--- config.mk ---
export PLATFORM = sky130hd
export DESIGN_NAME = single_wire_humidity_sensor_reader_flat
export DESIGN_NICKNAME = d
export VERILOG_FILES = /design/src/rtl/swhs_pkg.sv /design/src/rtl/swhs_in_if.sv /design/src/rtl/swhs_out_if.sv /design/src/rtl/single_wire_humidity_sensor_reader.sv /design/src/flat_wrapper.sv
export VERILOG_INCLUDE_DIRS = /design/src /design/src/rtl
export SDC_FILE = /design/constraint.sdc
export NUM_CORES = 1
export LEC_CHECK = 0
export BUFFER_PORTS_ARGS = -buffer_cell sky130_fd_sc_hd__buf_2
export CAP_MARGIN = 20
export CORE_MARGIN = 2
export CORE_UTILIZATION = 50
export CTS_CLUSTER_DIAMETER = 40
export CTS_CLUSTER_SIZE = 30
export DETAILED_ROUTE_END_ITERATION = 8
export GPL_TIMING_DRIVEN = 0
export PLACE_DENSITY_LB_ADDON = 0.3
export SLEW_MARGIN = 20
export SYNTH_ARGS = -nofsm -noshare
export SYNTH_HDL_FRONTEND = slang
export SYNTH_SLANG_ARGS = --single-unit
--- constraint.sdc ---
create_clock -name i_clk -period 5.3 [get_ports i_clk]
set_clock_uncertainty 0.05 [all_clocks]
set_input_delay 0.53 -clock i_clk [delete_from_list [all_inputs] [get_ports i_clk]]
set_output_delay 0.53 -clock i_clk [all_outputs]
set_load 0.005 [all_outputs]
--- src/rtl/assert_macros.svh ---
// ----------------------------------------------------------------------------
// Assertion macros
// Implication checks on a clock, disabled while the reset is asserted.
// ----------------------------------------------------------------------------
`ifndef ASSERT_MACROS_SVH
`define ASSERT_MACROS_SVH

`ifndef NO_ASSERTIONS
// Same-cycle implication.
`define ASSERT_IMP(lbl, clk, rst_n, ante, cons, msg) \
    lbl: assert property (@(posedge clk) disable iff (!(rst_n)) (ante) |-> (cons)) \
        else $error(msg);
// Next-cycle implication.
`define ASSERT_NXT(lbl, clk, rst_n, ante, cons, msg) \
    lbl: assert property (@(posedge clk) disable iff (!(rst_n)) (ante) |=> (cons)) \
        else $error(msg);
`else
`define ASSERT_IMP(lbl, clk, rst_n, ante, cons, msg)
`define ASSERT_NXT(lbl, clk, rst_n, ante, cons, msg)
`endif

`endif

--- src/rtl/swhs_pkg.sv ---
// ----------------------------------------------------------------------------
// swhs_pkg
// Types and constants of the single-wire humidity sensor reader.
// ----------------------------------------------------------------------------
package swhs_pkg;

    localparam int FRAME_BYTES = 5;
    localparam int FRAME_BITS  = 8 * FRAME_BYTES;
    localparam int BIT_IDX_W   = 6;
    localparam int CFG_IDX_W   = 2;
    localparam int TICK_W      = 16;

    localparam logic [CFG_IDX_W-1:0] CFG_START_LOW    = 2'd0;
    localparam logic [CFG_IDX_W-1:0] CFG_RELEASE_WAIT = 2'd1;
    localparam logic [CFG_IDX_W-1:0] CFG_ONE_THRESH   = 2'd2;

    localparam logic [TICK_W-1:0] START_LOW_RST    = 16'd2000;
    localparam logic [TICK_W-1:0] RELEASE_WAIT_RST = 16'd40;
    localparam logic [TICK_W-1:0] ONE_THRESH_RST   = 16'd100;
    localparam logic [TICK_W-1:0] TICK_MAX         = 16'hFFFF;

    localparam logic KIND_TICK  = 1'b0;
    localparam logic KIND_START = 1'b1;

    typedef struct packed {
        logic        drive_low;
        logic        busy_res;
        logic        done_res;
        logic [15:0] humidity_raw;
        logic [15:0] temperature_raw;
        logic [7:0]  checksum_byte;
        logic        checksum_ok;
    } t_result;

endpackage

--- src/rtl/swhs_in_if.sv ---
// ----------------------------------------------------------------------------
// swhs_in_if
// Input channel: one timer tick with a line sample, or a start request.
// ----------------------------------------------------------------------------
interface swhs_in_if;
    logic valid;
    logic ready;
    logic kind;
    logic line_level;

    modport source (output valid, output kind, output line_level, input ready);
    modport sink   (input valid, input kind, input line_level, output ready);
endinterface

--- src/rtl/swhs_out_if.sv ---
// ----------------------------------------------------------------------------
// swhs_out_if
// Result channel: line drive, status flags and the decoded frame.
// ----------------------------------------------------------------------------
interface swhs_out_if;
    logic        valid;
    logic        ready;
    logic        drive_low;
    logic        busy_res;
    logic        done_res;
    logic [15:0] humidity_raw;
    logic [15:0] temperature_raw;
    logic [7:0]  checksum_byte;
    logic        checksum_ok;

    modport source (
        output valid, output drive_low, output busy_res, output done_res,
        output humidity_raw, output temperature_raw, output checksum_byte,
        output checksum_ok, input ready
    );
    modport sink (
        input valid, input drive_low, input busy_res, input done_res,
        input humidity_raw, input temperature_raw, input checksum_byte,
        input checksum_ok, output ready
    );
endinterface

--- src/rtl/single_wire_humidity_sensor_reader.sv ---
// Throughput: one item per cycle while the skid entry is empty; the whole protocol
// step is one pass of logic. Results are registered in a two-entry output buffer
// whose skid entry takes one input transfer while the output is stalled.
// Synchronous active-low reset: phase idle, counters and frame cleared,
// configuration registers back to 2000, 40 and 100 ticks.
// ----------------------------------------------------------------------------
// single_wire_humidity_sensor_reader
// Start pulse, response tracking and 40-bit frame decode with checksum check.
// ----------------------------------------------------------------------------
`include "assert_macros.svh"

module single_wire_humidity_sensor_reader (
    input  logic                                i_clk,
    input  logic                                i_rst_n,
    swhs_in_if.sink                             i_in,
    swhs_out_if.source                          o_out,
    input  logic                                i_cfg_we,
    input  logic [swhs_pkg::CFG_IDX_W-1:0]      i_cfg_idx,
    input  logic [swhs_pkg::TICK_W-1:0]         i_cfg_data
);

    typedef enum logic [2:0] {
        PH_IDLE, PH_START_LOW, PH_RELEASE, PH_RESP_LOW,
        PH_RESP_HIGH, PH_RESP_END, PH_BIT_GAP, PH_BIT_HIGH
    } t_phase;

    t_phase                            r_phase, n_phase;
    logic [swhs_pkg::TICK_W-1:0]       r_tick_count, n_tick_count;
    logic [swhs_pkg::BIT_IDX_W-1:0]    r_bit_index, n_bit_index;
    logic [swhs_pkg::FRAME_BITS-1:0]   r_shift_bits, n_shift_bits;
    logic [swhs_pkg::TICK_W-1:0]       r_start_low, r_release_wait, r_one_thresh;

    swhs_pkg::t_result r_out, r_skid, n_res;
    logic              r_out_valid, r_skid_valid;

    logic                              accept;
    logic                              done;
    logic [swhs_pkg::TICK_W-1:0]       tick_inc;
    logic [swhs_pkg::BIT_IDX_W-1:0]    bit_next;
    logic [7:0]                        b0, b1, b2, b3, b4;

    assign i_in.ready = !r_skid_valid;
    assign accept     = i_in.valid && !r_skid_valid;
    assign tick_inc   = (r_tick_count == swhs_pkg::TICK_MAX) ? r_tick_count
                                                             : r_tick_count + 16'd1;
    assign bit_next   = r_bit_index + 6'd1;

    always_comb begin
        n_phase      = r_phase;
        n_tick_count = r_tick_count;
        n_bit_index  = r_bit_index;
        n_shift_bits = r_shift_bits;
        done         = 1'b0;
        if (i_in.kind == swhs_pkg::KIND_START) begin
            n_phase      = PH_START_LOW;
            n_tick_count = '0;
            n_bit_index  = '0;
            n_shift_bits = '0;
        end else begin
            case (r_phase)
                PH_START_LOW: begin
                    n_tick_count = tick_inc;
                    if (tick_inc >= r_start_low) begin
                        n_phase      = PH_RELEASE;
                        n_tick_count = '0;
                    end
                end
                PH_RELEASE: begin
                    n_tick_count = tick_inc;
                    if (tick_inc >= r_release_wait) begin
                        n_phase = PH_RESP_LOW;
                    end
                end
                PH_RESP_LOW: begin
                    if (!i_in.line_level) n_phase = PH_RESP_HIGH;
                end
                PH_RESP_HIGH: begin
                    if (i_in.line_level) n_phase = PH_RESP_END;
                end
                PH_RESP_END: begin
                    if (!i_in.line_level) n_phase = PH_BIT_GAP;
                end
                PH_BIT_GAP: begin
                    if (i_in.line_level) begin
                        n_phase      = PH_BIT_HIGH;
                        n_tick_count = 16'd1;
                    end
                end
                PH_BIT_HIGH: begin
                    if (i_in.line_level) begin
                        n_tick_count = tick_inc;
                    end else begin
                        // The falling edge ends the bit; its high time decides the value.
                        n_shift_bits = {r_shift_bits[swhs_pkg::FRAME_BITS-2:0],
                                        (r_tick_count > r_one_thresh)};
                        if (bit_next >= swhs_pkg::BIT_IDX_W'(swhs_pkg::FRAME_BITS)) begin
                            n_phase     = PH_IDLE;
                            n_bit_index = '0;
                            done        = 1'b1;
                        end else begin
                            n_phase     = PH_BIT_GAP;
                            n_bit_index = bit_next;
                        end
                    end
                end
                default: n_phase = PH_IDLE;
            endcase
        end
    end

    assign b0 = n_shift_bits[39:32];
    assign b1 = n_shift_bits[31:24];
    assign b2 = n_shift_bits[23:16];
    assign b3 = n_shift_bits[15:8];
    assign b4 = n_shift_bits[7:0];

    always_comb begin
        n_res.drive_low       = (n_phase == PH_START_LOW);
        n_res.busy_res        = (n_phase != PH_IDLE);
        n_res.done_res        = done;
        n_res.humidity_raw    = {b0, b1};
        n_res.temperature_raw = {b2, b3};
        n_res.checksum_byte   = b4;
        n_res.checksum_ok     = ((b0 + b1 + b2 + b3) == b4);
    end

    always_ff @(posedge i_clk) begin
        if (!i_rst_n) begin
            r_phase        <= PH_IDLE;
            r_tick_count   <= '0;
            r_bit_index    <= '0;
            r_shift_bits   <= '0;
            r_start_low    <= swhs_pkg::START_LOW_RST;
            r_release_wait <= swhs_pkg::RELEASE_WAIT_RST;
            r_one_thresh   <= swhs_pkg::ONE_THRESH_RST;
            r_out_valid    <= 1'b0;
            r_skid_valid   <= 1'b0;
        end else begin
            if (i_cfg_we) begin
                case (i_cfg_idx)
                    swhs_pkg::CFG_START_LOW:    r_start_low    <= i_cfg_data;
                    swhs_pkg::CFG_RELEASE_WAIT: r_release_wait <= i_cfg_data;
                    swhs_pkg::CFG_ONE_THRESH:   r_one_thresh   <= i_cfg_data;
                    default: ;
                endcase
            end
            if (accept) begin
                r_phase      <= n_phase;
                r_tick_count <= n_tick_count;
                r_bit_index  <= n_bit_index;
                r_shift_bits <= n_shift_bits;
            end
            // Output register drains first; the skid entry catches a transfer
            // that arrives while the output is stalled.
            if (o_out.ready || !r_out_valid) begin
                if (r_skid_valid) begin
                    r_out        <= r_skid;
                    r_out_valid  <= 1'b1;
                    r_skid_valid <= 1'b0;
                end else if (accept) begin
                    r_out       <= n_res;
                    r_out_valid <= 1'b1;
                end else begin
                    r_out_valid <= 1'b0;
                end
            end else if (accept) begin
                r_skid       <= n_res;
                r_skid_valid <= 1'b1;
            end
        end
    end

    assign o_out.valid           = r_out_valid;
    assign o_out.drive_low       = r_out.drive_low;
    assign o_out.busy_res        = r_out.busy_res;
    assign o_out.done_res        = r_out.done_res;
    assign o_out.humidity_raw    = r_out.humidity_raw;
    assign o_out.temperature_raw = r_out.temperature_raw;
    assign o_out.checksum_byte   = r_out.checksum_byte;
    assign o_out.checksum_ok     = r_out.checksum_ok;

    `ASSERT_IMP(a_skid_behind_out, i_clk, i_rst_n, r_skid_valid, r_out_valid, "skid entry without output entry")
    `ASSERT_NXT(a_skid_holds, i_clk, i_rst_n, r_skid_valid && r_out_valid && !o_out.ready, r_skid_valid, "skid entry lost during stall")
    `ASSERT_IMP(a_done_idle, i_clk, i_rst_n, r_out_valid && r_out.done_res, !r_out.busy_res, "done result while still busy")
    `ASSERT_IMP(a_drive_busy, i_clk, i_rst_n, r_out_valid && r_out.drive_low, r_out.busy_res, "line driven low outside a read")
    `ASSERT_IMP(a_idle_index, i_clk, i_rst_n, r_phase == PH_IDLE, r_bit_index == '0, "bit index left nonzero in idle")

endmodule

--- src/flat_wrapper.sv ---
// flat-port wrapper written by rule: the top's interface ports become plain ports
module single_wire_humidity_sensor_reader_flat 
  (i_clk, i_rst_n, i_cfg_we, i_cfg_idx, i_cfg_data, i_in_valid, i_in_kind, i_in_line_level, i_in_ready, o_out_valid, o_out_drive_low, o_out_busy_res, o_out_done_res, o_out_humidity_raw, o_out_temperature_raw, o_out_checksum_byte, o_out_checksum_ok, o_out_ready);
  swhs_in_if i_in_i ();
  swhs_out_if o_out_i ();
  input  logic i_clk;
  input  logic i_rst_n;
  input  logic i_cfg_we;
  input  logic [swhs_pkg::CFG_IDX_W-1:0] i_cfg_idx;
  input  logic [swhs_pkg::TICK_W-1:0] i_cfg_data;
  input wire logic [$bits(i_in_i.valid)-1:0] i_in_valid;
  input wire logic [$bits(i_in_i.kind)-1:0] i_in_kind;
  input wire logic [$bits(i_in_i.line_level)-1:0] i_in_line_level;
  output wire logic [$bits(i_in_i.ready)-1:0] i_in_ready;
  output wire logic [$bits(o_out_i.valid)-1:0] o_out_valid;
  output wire logic [$bits(o_out_i.drive_low)-1:0] o_out_drive_low;
  output wire logic [$bits(o_out_i.busy_res)-1:0] o_out_busy_res;
  output wire logic [$bits(o_out_i.done_res)-1:0] o_out_done_res;
  output wire logic [$bits(o_out_i.humidity_raw)-1:0] o_out_humidity_raw;
  output wire logic [$bits(o_out_i.temperature_raw)-1:0] o_out_temperature_raw;
  output wire logic [$bits(o_out_i.checksum_byte)-1:0] o_out_checksum_byte;
  output wire logic [$bits(o_out_i.checksum_ok)-1:0] o_out_checksum_ok;
  input wire logic [$bits(o_out_i.ready)-1:0] o_out_ready;
  assign i_in_i.valid = i_in_valid;
  assign i_in_i.kind = i_in_kind;
  assign i_in_i.line_level = i_in_line_level;
  assign i_in_ready = i_in_i.ready;
  assign o_out_valid = o_out_i.valid;
  assign o_out_drive_low = o_out_i.drive_low;
  assign o_out_busy_res = o_out_i.busy_res;
  assign o_out_done_res = o_out_i.done_res;
  assign o_out_humidity_raw = o_out_i.humidity_raw;
  assign o_out_temperature_raw = o_out_i.temperature_raw;
  assign o_out_checksum_byte = o_out_i.checksum_byte;
  assign o_out_checksum_ok = o_out_i.checksum_ok;
  assign o_out_i.ready = o_out_ready;
  single_wire_humidity_sensor_reader u_core (.i_clk(i_clk), .i_rst_n(i_rst_n), .i_in(i_in_i), .o_out(o_out_i), .i_cfg_we(i_cfg_we), .i_cfg_idx(i_cfg_idx), .i_cfg_data(i_cfg_data));
endmodule
Word-level counts from Yosys, hierarchy flattened
Index checks and enable logic that the tools add are counted.
{"block": "totals", "output_inout_bits": 46, "regBits": 203}
{"block": "op_classes", "n_lt_le_gt_ge": 4, "n_bitwise": 2, "n_reduce_logical": 17, "eq_ne": 15, "mux": 31, "addsub": 5}
{"cell": "2-to-1 mux 40 bit", "n": 3}
{"cell": "2-to-1 mux 44 bit", "n": 2}
{"cell": "2-to-1 mux 16 bit", "n": 5}
{"cell": "case mux 16 bit (4 select lines)", "n": 1}
{"cell": "greater-or-equal comparator 16 bit", "n": 2}
{"cell": "2-to-1 mux 3 bit", "n": 9}
{"cell": "adder 8 bit", "n": 3}
{"cell": "2-to-1 mux 6 bit", "n": 4}
{"cell": "case mux 3 bit (7 select lines)", "n": 1}
{"cell": "adder 16 x 1 -> 16 bit, second input constant", "n": 1}
{"cell": "equality test 16 bit, second input constant", "n": 1}
{"cell": "greater-than comparator 16 bit", "n": 1}
{"cell": "equality test 3 bit, second input constant", "n": 4}
{"cell": "AND reduction 3 bit", "n": 3}
{"cell": "equality test 8 bit", "n": 1}
{"cell": "adder 6 x 1 -> 6 bit, second input constant", "n": 1}
{"cell": "equality test 3 x 1 -> 1 bit, second input constant", "n": 2}
{"cell": "equality test 3 x 2 -> 1 bit, second input constant", "n": 2}
{"cell": "greater-or-equal comparator 6 bit, second input constant", "n": 1}
{"cell": "2-to-1 mux 1 bit", "n": 6}
{"cell": "!= test 3 bit, second input constant", "n": 2}
{"cell": "AND reduction 2 bit", "n": 3}
{"cell": "nonzero test 5 bit", "n": 1}
{"cell": "AND reduction 4 bit", "n": 1}
{"cell": "other kinds (11)", "n": 14}

Longest topological paths before layout
Gate-level depths: netlist (run 1).
{"block": "logic_depth", "ltp_word": 10, "depth_mapped": 21, "ltp_nobuf": 17}

Worst setup path before layout (run 1)
OpenSTA, ideal clock, no wires.
{"block": "synth_path", "kind": "input to register", "startpoint": "in i_rst_n", "endpoint": "reg u_core.r_out, in the netlist u_core.o_out.busy_res, enable pin", "arrival_ns": 4.339, "path_slack_ns": 0.402, "required_time_ns": 4.741, "path_stages": 4, "cell_sequence": "buf_2 clkinv_1 clkbuf_1 nor3b_1"}
{"block": "synth_via", "elab_chain_len": 1}
{"item": "from (decl)", "line_no": "flat_wrapper.sv:7", "rtl": "input logic i_rst_n;"}
{"item": "AND reduction 3 bit (no source line)"}
{"item": "to (signal assigned)", "line_no": "single_wire_humidity_sensor_reader.sv:157", "rtl": "r_out <= r_skid;"}
{"item": "to (signal assigned)", "line_no": "single_wire_humidity_sensor_reader.sv:161", "rtl": "r_out <= n_res;"}
{"item": "to (decl)", "line_no": "single_wire_humidity_sensor_reader.sv:33", "rtl": "swhs_pkg::t_result r_out, r_skid, n_res;"}
Every way passes these cells.
A chain may end at the register's enable or synchronous reset.

Final worst setup path (run 1)
{"block": "layout_path", "startpoint": "reg u_core.r_phase[0]", "endpoint": "reg u_core.r_out, in the netlist u_core.o_out.checksum_ok, data pin"}
{"block": "layout_via", "elab_chain_len": 9}
{"item": "from (decl)", "line_no": "single_wire_humidity_sensor_reader.sv:27", "rtl": "t_phase r_phase, n_phase;"}
{"item": "from (signal assigned)", "line_no": "single_wire_humidity_sensor_reader.sv:148", "rtl": "r_phase <= n_phase;"}
{"item": "equality test 3 bit *", "line_no": "single_wire_humidity_sensor_reader.sv:60", "rtl": "case (r_phase)"}
{"item": "2-to-1 mux 40 bit *", "line_no": "single_wire_humidity_sensor_reader.sv:60"}
{"item": "2-to-1 mux 40 bit *", "line_no": "single_wire_humidity_sensor_reader.sv:54", "rtl": "if (i_in.kind == swhs_pkg::KIND_START) begin"}
{"item": "adder 8 bit (3 in series)", "line_no": "single_wire_humidity_sensor_reader.sv:124", "rtl": "n_res.checksum_ok = ((b0 + b1 + b2 + b3) == b4);"}
{"item": "equality test 8 bit *", "line_no": "single_wire_humidity_sensor_reader.sv:124"}
{"item": "2-to-1 mux 44 bit *", "line_no": "single_wire_humidity_sensor_reader.sv:160", "rtl": "end else if (accept) begin"}
{"item": "2-to-1 mux 44 bit *", "line_no": "single_wire_humidity_sensor_reader.sv:156", "rtl": "if (r_skid_valid) begin"}
Mark *: on every way between the ends. The rest lies on a longest branch, timed or not. The select of a mux whose other input is x is not followed.

==> run metrics, run 1 <==
clock slew seen by the registers of the worst setup and hold paths=0.06 ns; maximum vdd drop=255 uV; Crit-path slowest cell=fa_1; DIE HEIGHT=~150 um; GR Overflow Total=0; Core Footprint=between 20,000 and 25,000 um^2; post-synthesis sequential area ratio=between 40% and 50%; Worst Setup End Kind=flop; vias=roughly 8.8k; synthesized area=~11,000 um^2; FMAX=a little under 200 MHz; RD Place Congestion=roughly 0.87; CTS Sinks=between 200 and 250; post-route ant nets=0; TritonCTS clock tree=done; Unique masters post-synth=74; critical path depth=20; Tot GR Track Use=around a quarter; crit path max fanout=10; worst path cell trace=buf_6, nand4b_2, buf_6, buf_2, clkbuf_4, nand2_1, a21o_1, fa_1, fa_1, inv_1, ha_1, fa_1, a21o_1, a21oi_1, o21bai_1, a21oi_1, xnor2_1, xnor2_1, o211ai_1, o31ai_2; unrepaired setup endpoints after global routing=no; RR Startpoint=u_core.r_phase[0]$_SDFFE_PN0P_; Initial DRT Pass Iterations=5; largest net degree at the start of global routing=28; status=completed; WHS Path Cells=3; final core occ=roughly three fifths; hold path start=i_cfg_data[5]; Worst Max-Slew Pin Slew=around 0.80 ns; Final Setup Violations=0; routed vias/inst=between 5 and 6; Post-Place Worst Slack=-0.303 ns; TritonCTS buffer count=30; Ys Warns=0; worst path arrival time=between 5 and 6 ns; cts hold-fix bufs=0; Clock Latency Late Sink=around 0.55 ns; final WL=between 20 and 30 mm; CP startpoint kind=flop; Post-DP HPWL=about 20 mm; Buffers on Ports=slightly below 70; Sequential cell area=slightly below 5000 um^2; fin crit share=96.5%; Nets=1,381; H-tree depth=1; Fillers=between 1.5k and 2k; post-synth net total=between 1k and 1.5k; Initial Util=50.7%; final worst path period need=approximately 5.1 ns; crit path buf inv count=5; vias in the first global route=approximately 8.2k; share of layout cells above drive strength 1=roughly 15%; num ports=just over 70; LEAKAGE=4.91 nW; Post-Syn Instances=1,178; Multi-input gate area=between 5000 and 6000 um^2; critical path class=flop to flop; Rows=53; Relative slew margins=47.0%; root buffer cell=clkbuf_16; Post-Syn Area per Cell=between 9 and 10 um^2; # DRC=0; max-cap viol count=0; CP peak stage delay=0.52 ns; hold violation total from the final report=0; Hold WC Path Type=input port to flop; max-slew violation count=0; initial antenna violation count=0; most used cell, CP=fa_1; initial detailed-routing violation count=about 740; Setup TNS=0 ns; Die Area=approximately 22,000 um^2; synthesized flop and latch total=203; main flop type after synthesis=dfxtp_1; crit path from=u_core.r_phase[0]$_SDFFE_PN0P_; largest buffer count on any clock path=3; Syn-to-layout area delta=17.2%; cells on worst reg2reg path=20; Critical Path RT=approximately 5.6 ns; setup slack after layout=roughly 0.19 ns; critical path's top delay family=adder cells; first-pass GRT wire length=roughly 43 mm; Antenna diodes=0; drt wl/cell=17.1 um; asr flop ratio synth=0%; PD cells=between 300 and 400 nW/um^2; Final Total Pwr=slightly below 0.004 W; number of flops mapped to enable cells by yosys=88; Die X-Extent=150 um
## sequential cells by signal, indices dropped and copies added, names as in the netlist, 16 cells and up
name,cells
u_core.r_start_low,16
u_core.r_skid,44
u_core.r_shift_bits,40
u_core.r_tick_count,16
u_core.r_release_wait,16
u_core.o_out.temperature_raw,16
u_core.o_out.humidity_raw,16
u_core.r_one_thresh,16
## layout make-up
cell class              count  area share (%)
plain buffers              62            2.15
clock buffers              31            6.24
clock inverters            25            2.25
inverters                  89            2.69
multi-input cells         824            41.0
flip-flops and latches    203            39.8
well taps                 275            2.77
repair buffers             74            3.18
## synth_stat cells (3+ instances only)
library cell  instances  share of area (%)
fa_1                 14                2.6
nand4_1               7               0.41
a2bb2oi_1             7               0.58
nand3_1              20               0.94
buf_2                10               0.47
nor2b_1               5               0.29
nor3_1               11               0.52
o21bai_1              3               0.21
a21oi_1             142                6.7
o21ai_0              43                2.0
edfxtp_1             88                 25
mux2i_1               4               0.38
nor2_1               44                1.6
or2_2                 4               0.24
xor2_1                7               0.58
a211oi_1              5               0.35
dfxtp_1             115                 22
mux2_2               26                2.8
inv_1                88                3.1
nor3b_1               3               0.21
nand2_1             291                 10
a21o_1               23                1.6
xnor2_1              25                2.1
and3_1                8               0.47
o31ai_1               3               0.21
o211ai_1             12               0.85
nand2b_1              8               0.47
clkbuf_1             38                1.3
ha_1                 58                6.8
buf_1                10               0.35
## path summary, 6_finish.rpt
check                                             end  slack (ns)
hold reg to reg   u_core.r_start_low[11]$_SDFFE_PN0P_        0.41
hold / removal    u_core.r_one_thresh[5]$_SDFFE_PN1P_        0.19
setup / recovery   u_core.o_out.checksum_ok$_DFFE_PP_        0.19
setup reg to reg   u_core.o_out.checksum_ok$_DFFE_PP_        0.19
## layout by cell type, fill, tap and decap left out, types with 8 or more instances in the layout
cell,instances
clkbuf_1,37
edfxtp_1,88
a21oi_1,139
nand3_1,20
o21ai_0,43
mux2_2,26
and3_1,8
dfxtp_1,115
fa_1,14
a21o_1,23
o211ai_1,12
ha_1,58
nor2_1,43
buf_2,79
xnor2_1,25
nand2b_1,8
inv_1,88
nor3_1,11
buf_1,9
inv_8,8
nand2_1,291
clkbuf_16,31
## stage by stage
stage | hold slack, ns | cell area, um^2 | instances
6_report | 0.192 | 12400 | 1583
5_1_grt | 0.202 | 12400 | 1583
4_1_cts | 0.181 | 12400 | 1583
3_3_place_gp | 0.393 | 11300 | 1522
2_1_floorplan | 0.386 | 10600 | 1178
3_5_place_dp | 0.397 | 11400 | 1527
## metal layers
metal / wire length [um] / global-route usage (%)
met1: 12400 / 35.2
met2: 12000 / 37.7
met3: 1980 / 4.24
met4: 652 / 7.26
met5: 0 / 0
## where the power goes
group | switching, W | leakage [nW] | internal, W
Clock | 0.000860 | 0.516 | 0.00118
Combinational | 0.000133 | 2.71 | 0.0000606
Sequential | 0.0000120 | 1.68 | 0.00166
## timing repair
item / CTS / global route
gates resized for setup: 1 / 6
pin swaps: 0 / 1
gates cloned: 0 / 0
setup buffers: 0 / 0
endpoints found under the setup margin: 1 / 1
## worst min-delay path, stage by stage
cell and delay [ns]:
buf_2 0.10, nand2_1 0.05, o211ai_1 0.08
## cell families after synthesis
family	share of synthesized area, %
AOI/OAI and AO/OA	15.3
xor gates and xnor gates	2.64
adders and majority gates	9.48
buffers and inverters	5.62
DFF	46.6
muxes	3.39
and+or+nand+nor	17.0
Power figures use the tool's default switching activity.
==> inputs of run 2 (changes only) <==
--- a/config.mk
+++ b/config.mk
@@ -8,6 +8,7 @@
 export LEC_CHECK = 0
 export BUFFER_PORTS_ARGS = -buffer_cell sky130_fd_sc_hd__buf_2
 export CAP_MARGIN = 20
+export CORE_ASPECT_RATIO = 1.5
 export CORE_MARGIN = 2
 export CORE_UTILIZATION = 50
 export CTS_CLUSTER_DIAMETER = 40
==> run metrics, run 2 (synthesis results as in run 1) <==
status=completed; hold violation total from the final report=0 (unchanged); root buffer cell=clkbuf_16; Top Registers=u_core.r_skid x44, u_core.r_shift_bits x40; worst path arrival time=5.51 ns (+0.08 ns); routed vias/inst=5.62 (+1.1%); CP peak stage delay=0.55 ns (+0.03 ns); Rows=65 (+23%); Die Area=22,400 um^2 (+0.11%); # DRC=0 (unchanged); commonest non-fill, non-tap cell in the layout=nand2_1; cts hold-fix bufs=0 (unchanged); critical path's top delay family=compound AO/OA/AOI/OAI gates; Final Setup Violations=0 (unchanged); max-slew violation count=0 (unchanged); maximum vdd drop=313 uV (+23%); cells on worst reg2reg path=19 (-5.0%); critical path depth=19 (-5.0%); final worst path period need=5.21 ns (+0.0938 ns); Worst Max-Slew Pin Slew=0.899 ns (+0.104 ns); Tot GR Track Use=25.2% (+0.79 points); Hold WC Path Type=input port to flop; Relative slew margins=40.1% (-6.9 points); Buffers on Ports=69 (unchanged); first-pass GRT wire length=43.7 mm (+0.84%); max-cap viol count=0 (unchanged); post-route ant nets=0 (unchanged); final WL=28.1 mm (+3.6%); Crit-path slowest cell=fa_1; LEAKAGE=4.82 nW (-1.9%); Core Footprint=20,900 um^2 (-0.26%); CP startpoint kind=flop; TritonCTS clock tree=done; setup slack after layout=0.0938 ns (-0.0938 ns); Worst Setup End Kind=flop; H-tree depth=1 (unchanged); Post-DP HPWL=20.8 mm (+5.6%); Multi-input gate area=5100 um^2 (unchanged); TritonCTS buffer count=24 (-20%); worst path cell trace=and4b_1, buf_2, buf_2, buf_2, nand2_1, a21oi_1, fa_1, inv_1, fa_1, inv_1, ha_1, a21o_1, a21oi_1, o21bai_1, a21oi_1, xnor2_1, xnor2_1, o211ai_1, o31ai_2; Die X-Extent=123 um (-18%); WHS Path Cells=3 (unchanged); Sequential cell area=4940 um^2 (unchanged); critical path class=flop to flop; most frequent cells in the layout=nand2_1, a21oi_1, dfxtp_1, inv_1, edfxtp_1; Nets=1,375 (-0.43%); Critical Path RT=5.61 ns (about the same); Post-Place Worst Slack=-0.435 ns (-0.132 ns); DIE HEIGHT=182 um (+22%); max reg flops=44 (unchanged); largest buffer count on any clock path=3 (unchanged); Initial DRT Pass Iterations=5 (unchanged); PD cells=296 nW/um^2 (-5.7%); share of layout cells above drive strength 1=14.4% (-0.86 points); Fillers=1,857 (-0.38%); Clock Latency Late Sink=0.53 ns (-0.02 ns); CTS Sinks=203 (unchanged); GR Overflow Total=0 (unchanged); initial detailed-routing violation count=534 (-28%); vias=8,783 (-0.080%); initial antenna violation count=1 (+1); drt wl/cell=17.9 um (+4.8%); RD Place Congestion=0.935 (+7.3%); Syn-to-layout area delta=15.5%; num ports=71 (unchanged); largest net degree at the start of global routing=27 (-3.6%); vias in the first global route=8,633 (+5.8%); Antenna diodes=0 (unchanged); Most flops, register=u_core.r_skid; clock slew seen by the registers of the worst setup and hold paths=0.07 ns (about the same); crit path max fanout=10 (unchanged); crit path buf inv count=5 (unchanged); placed cell count=1,520 (-0.46%); fin crit share=98.2% (+1.8 points); Initial Util=50.8% (+0.13 points); Non-Filler Instances=1,564 (-1.2%); FMAX=192 MHz (-1.8%)
==> run 2: worst reg2reg max path, delay by kind of cell (launching register included) <==
| family | cells | cell delay (ns) |
|---|---|---|
| XOR/XNOR | 2 | 0.41 |
| buffers and inverters | 5 | 0.91 |
| AO/OA/AOI/OAI | 7 | 1.59 |
| AND/OR/NAND/NOR | 2 | 0.38 |
| adder cells (fa/ha/maj) | 3 | 1.23 |
| flip-flops | 1 | 0.47 |
==> run 2: path summary, 6_finish.rpt <==
| kind | startpoint | slack [ns] | to |
|---|---|---|---|
| worst max-delay path | u_core.r_phase[1]$_SDFFE_PN0P_ | 0.09 | u_core.o_out.checksum_ok$_DFFE_PP_ |
| worst min-delay path | i_cfg_data[2] | 0.21 | u_core.r_start_low[2]$_SDFFE_PN0P_ |
| worst max register to register | u_core.r_phase[1]$_SDFFE_PN0P_ | 0.09 | u_core.o_out.checksum_ok$_DFFE_PP_ |
| worst min register to register | u_core.r_one_thresh[14]$_SDFFE_PN0P_ | 0.41 | u_core.r_one_thresh[14]$_SDFFE_PN0P_ |
==> run 2: power breakdown <==
| part | switching, W | internal, W |
|---|---|---|
| Clock | 0.000786 | 0.000978 |
| Sequential | 0.0000116 | 0.00166 |
| Combinational | 0.000132 | 0.0000610 |
==> run 2: layer usage <==
metal	GRT usage, %	wire length [um]
met5	0	11
met4	15.3	1780
met2	47.7	15200
met1	25.2	9880
met3	3.59	1180
==> run 2: through the flow <==
step                hold slack [ns]  utilization [%]  power [W]  TNS (ns)  cell area [um^2]
floorplan                     0.386                -    0.00182         0             10600
global placement              0.393             54.0    0.00189    -71.36             11300
detailed placement            0.397             54.4    0.00190    -0.760             11400
CTS                           0.211             58.6    0.00365         0             12200
global route                  0.221             58.6    0.00374  -0.00469             12300
finish                        0.213             58.6    0.00363         0             12300
==> run 2: cell type report <==
class / instances / area share, %
multi-input cells: 824 / 41.6
flip-flops and latches: 203 / 40.3
clock buffers: 26 / 5.13
repair buffers: 74 / 3.26
well taps: 268 / 2.74
inverters: 89 / 2.73
plain buffers: 62 / 2.16
clock inverters: 18 / 2.06
==> run 2: repair_timing <==
action,CTS,global route
setup buffers,0,0
resized for setup,1,5
setup endpoints to repair,2,2
==> inputs of run 3 (changes only) <==
--- a/config.mk
+++ b/config.mk
@@ -8,7 +8,7 @@
 export LEC_CHECK = 0
 export BUFFER_PORTS_ARGS = -buffer_cell sky130_fd_sc_hd__buf_2
 export CAP_MARGIN = 20
-export CORE_ASPECT_RATIO = 1.5
+export CORE_ASPECT_RATIO = 1.1
 export CORE_MARGIN = 2
 export CORE_UTILIZATION = 50
 export CTS_CLUSTER_DIAMETER = 40
==> run metrics, run 3 (synthesis results as in run 1) <==
status=completed; max-cap viol count=0 (unchanged); Setup TNS=0 ns (unchanged); first-pass GRT wire length=42.7 mm (-2.4%); most frequent cells in the layout=nand2_1, a21oi_1, dfxtp_1, inv_1, edfxtp_1; final WL=26.3 mm (-6.3%); Nets=1,377 (+0.15%); Die X-Extent=143 um (+16%); worst path arrival time=5.35 ns (-0.16 ns); largest buffer count on any clock path=3 (unchanged); placed inst area=11,400 um^2 (+0.22%); vias in the first global route=8,500 (-1.5%); LEAKAGE=4.86 nW (+0.85%); hold violation total from the final report=0 (unchanged); Clock Latency Late Sink=0.54 ns (about the same); root buffer cell=clkbuf_16; Buffers on Ports=69 (unchanged); Critical Path RT=5.62 ns (about the same); critical path class=flop to flop; max-slew violation count=0 (unchanged); initial antenna violation count=1 (unchanged); largest net degree at the start of global routing=24 (-11%); Hold WC Path Type=input port to flop; Worst Setup End Kind=flop; drt wl/cell=16.6 um (-7.7%); FMAX=199 MHz (+3.4%); Initial DRT Pass Iterations=7 (+2); commonest non-fill, non-tap cell in the layout=nand2_1; GR Overflow Total=0 (unchanged); vias=8,579 (-2.3%); Most flops, register=u_core.r_skid; final core occ=59.7% (+1.0 points); max reg flops=44 (unchanged); num ports=71 (unchanged); CTS Sinks=203 (unchanged); crit path max fanout=10 (unchanged); Syn-to-layout area delta=16.4%; Initial Util=51.2% (+0.46 points); Rows=55 (-15%); TritonCTS clock tree=done; fin crit share=95.0% (-3.2 points); Core Footprint=20,700 um^2 (-0.90%); Tot GR Track Use=24.1% (-1.1 points); Die Area=22,400 um^2 (about the same); Fin Hold WS=0.205 ns (-0.00787 ns); TritonCTS buffer count=28 (+17%); PD cells=304 nW/um^2 (+2.8%); post-route ant nets=0 (unchanged); CP startpoint kind=flop; Fillers=1,771 (-4.6%); share of layout cells above drive strength 1=14.7% (+0.32 points); Post-DP HPWL=19.5 mm (-6.3%); # DRC=0 (unchanged); final worst path period need=5.03 ns (-0.172 ns); Top Registers=u_core.r_skid x44, u_core.r_shift_bits x40; clock slew seen by the registers of the worst setup and hold paths=0.06 ns (about the same); RD Place Congestion=0.886 (-5.2%); Final Total Pwr=0.00376 W (+3.7%); routed vias/inst=5.40 (-3.8%); Worst Max-Slew Pin Slew=0.805 ns (-0.0936 ns); unrepaired setup endpoints after global routing=no; DIE HEIGHT=157 um (-14%); Finished Cell Area=12,400 um^2 (+0.81%); initial detailed-routing violation count=559 (+4.7%); maximum vdd drop=281 uV (-10%); H-tree depth=1 (unchanged); Relative slew margins=46.3% (+6.2 points); Final Setup Violations=0 (unchanged)
[run 3: repair_timing]
action	in CTS	in global routing
resized for setup	0	4
setup endpoints to repair	1	2
buffers inserted	0	0
pin swaps	0	0
hold buffers	0	0
cloned	0	0
[run 3: power breakdown]
part | internal [W] | total [W] | switching [W] | leakage [nW]
clock | 0.00114 | 0.00190 | 0.000760 | 0.469
combinational | 0.0000609 | 0.000190 | 0.000129 | 2.71
sequential | 0.00166 | 0.00167 | 0.0000111 | 1.68
[run 3: path summary, 6_finish.rpt]
path / from / end / slack (ns) / cells after the start
max: u_core.r_phase[1]$_SDFFE_PN0P_ / u_core.o_out.checksum_ok$_DFFE_PP_ / 0.27 / 20
min: i_cfg_data[10] / u_core.r_release_wait[10]$_SDFFE_PN0P_ / 0.21 / 3
max reg2reg: u_core.r_phase[1]$_SDFFE_PN0P_ / u_core.o_out.checksum_ok$_DFFE_PP_ / 0.27 / 20
min reg2reg: u_core.r_start_low[5]$_SDFFE_PN0P_ / u_core.r_start_low[5]$_SDFFE_PN0P_ / 0.40 / 2
[run 3: layout make-up]
cell class	count	area [um^2]	share of cell area, %
Buffer	60	255	2.07
Clock buffer	31	743	6.01
Clock inverter	21	224	1.81
Multi-Input combinational cell	824	5090	41.2
Inverter	89	334	2.70
Sequential cell	203	4940	40.0
Antenna cell	1	2.50	0.0203
Timing Repair Buffer	74	403	3.26
Tap cell	285	357	2.89
[run 3: through the flow]
step | setup slack (ns) | std cells
finish | 0.265 | 1588
global route | 0.0140 | 1587
CTS | 0.0351 | 1588
detailed placement | -0.272 | 1537
global placement | -1.34 | 1532
floorplan | 0.402 | 1178
[run 3: critical path, cell delays in order (launching register included)]
cell      delay [ns]
dfxtp_1         0.48
and4b_1         0.25
buf_2           0.18
buf_2           0.24
buf_2           0.30
nand2_1         0.08
a21oi_1         0.36
fa_1            0.25
inv_1           0.05
fa_1            0.48
inv_1           0.05
ha_1            0.21
fa_1            0.41
a21o_1          0.19
a21oi_1         0.21
o21bai_1        0.11
a21oi_1         0.18
xnor2_1         0.10
xnor2_1         0.29
o211ai_1        0.20
o31ai_2         0.20
[run 3: layer usage]
layer	vias to the layer above	GRT usage (%)	part of all wire, %
li1	4242	-	-
met1	4014	28.4	40
met2	251	42.5	50
met3	72	3.86	5.3
met4	0	11.6	4.4
met5	-	0	0
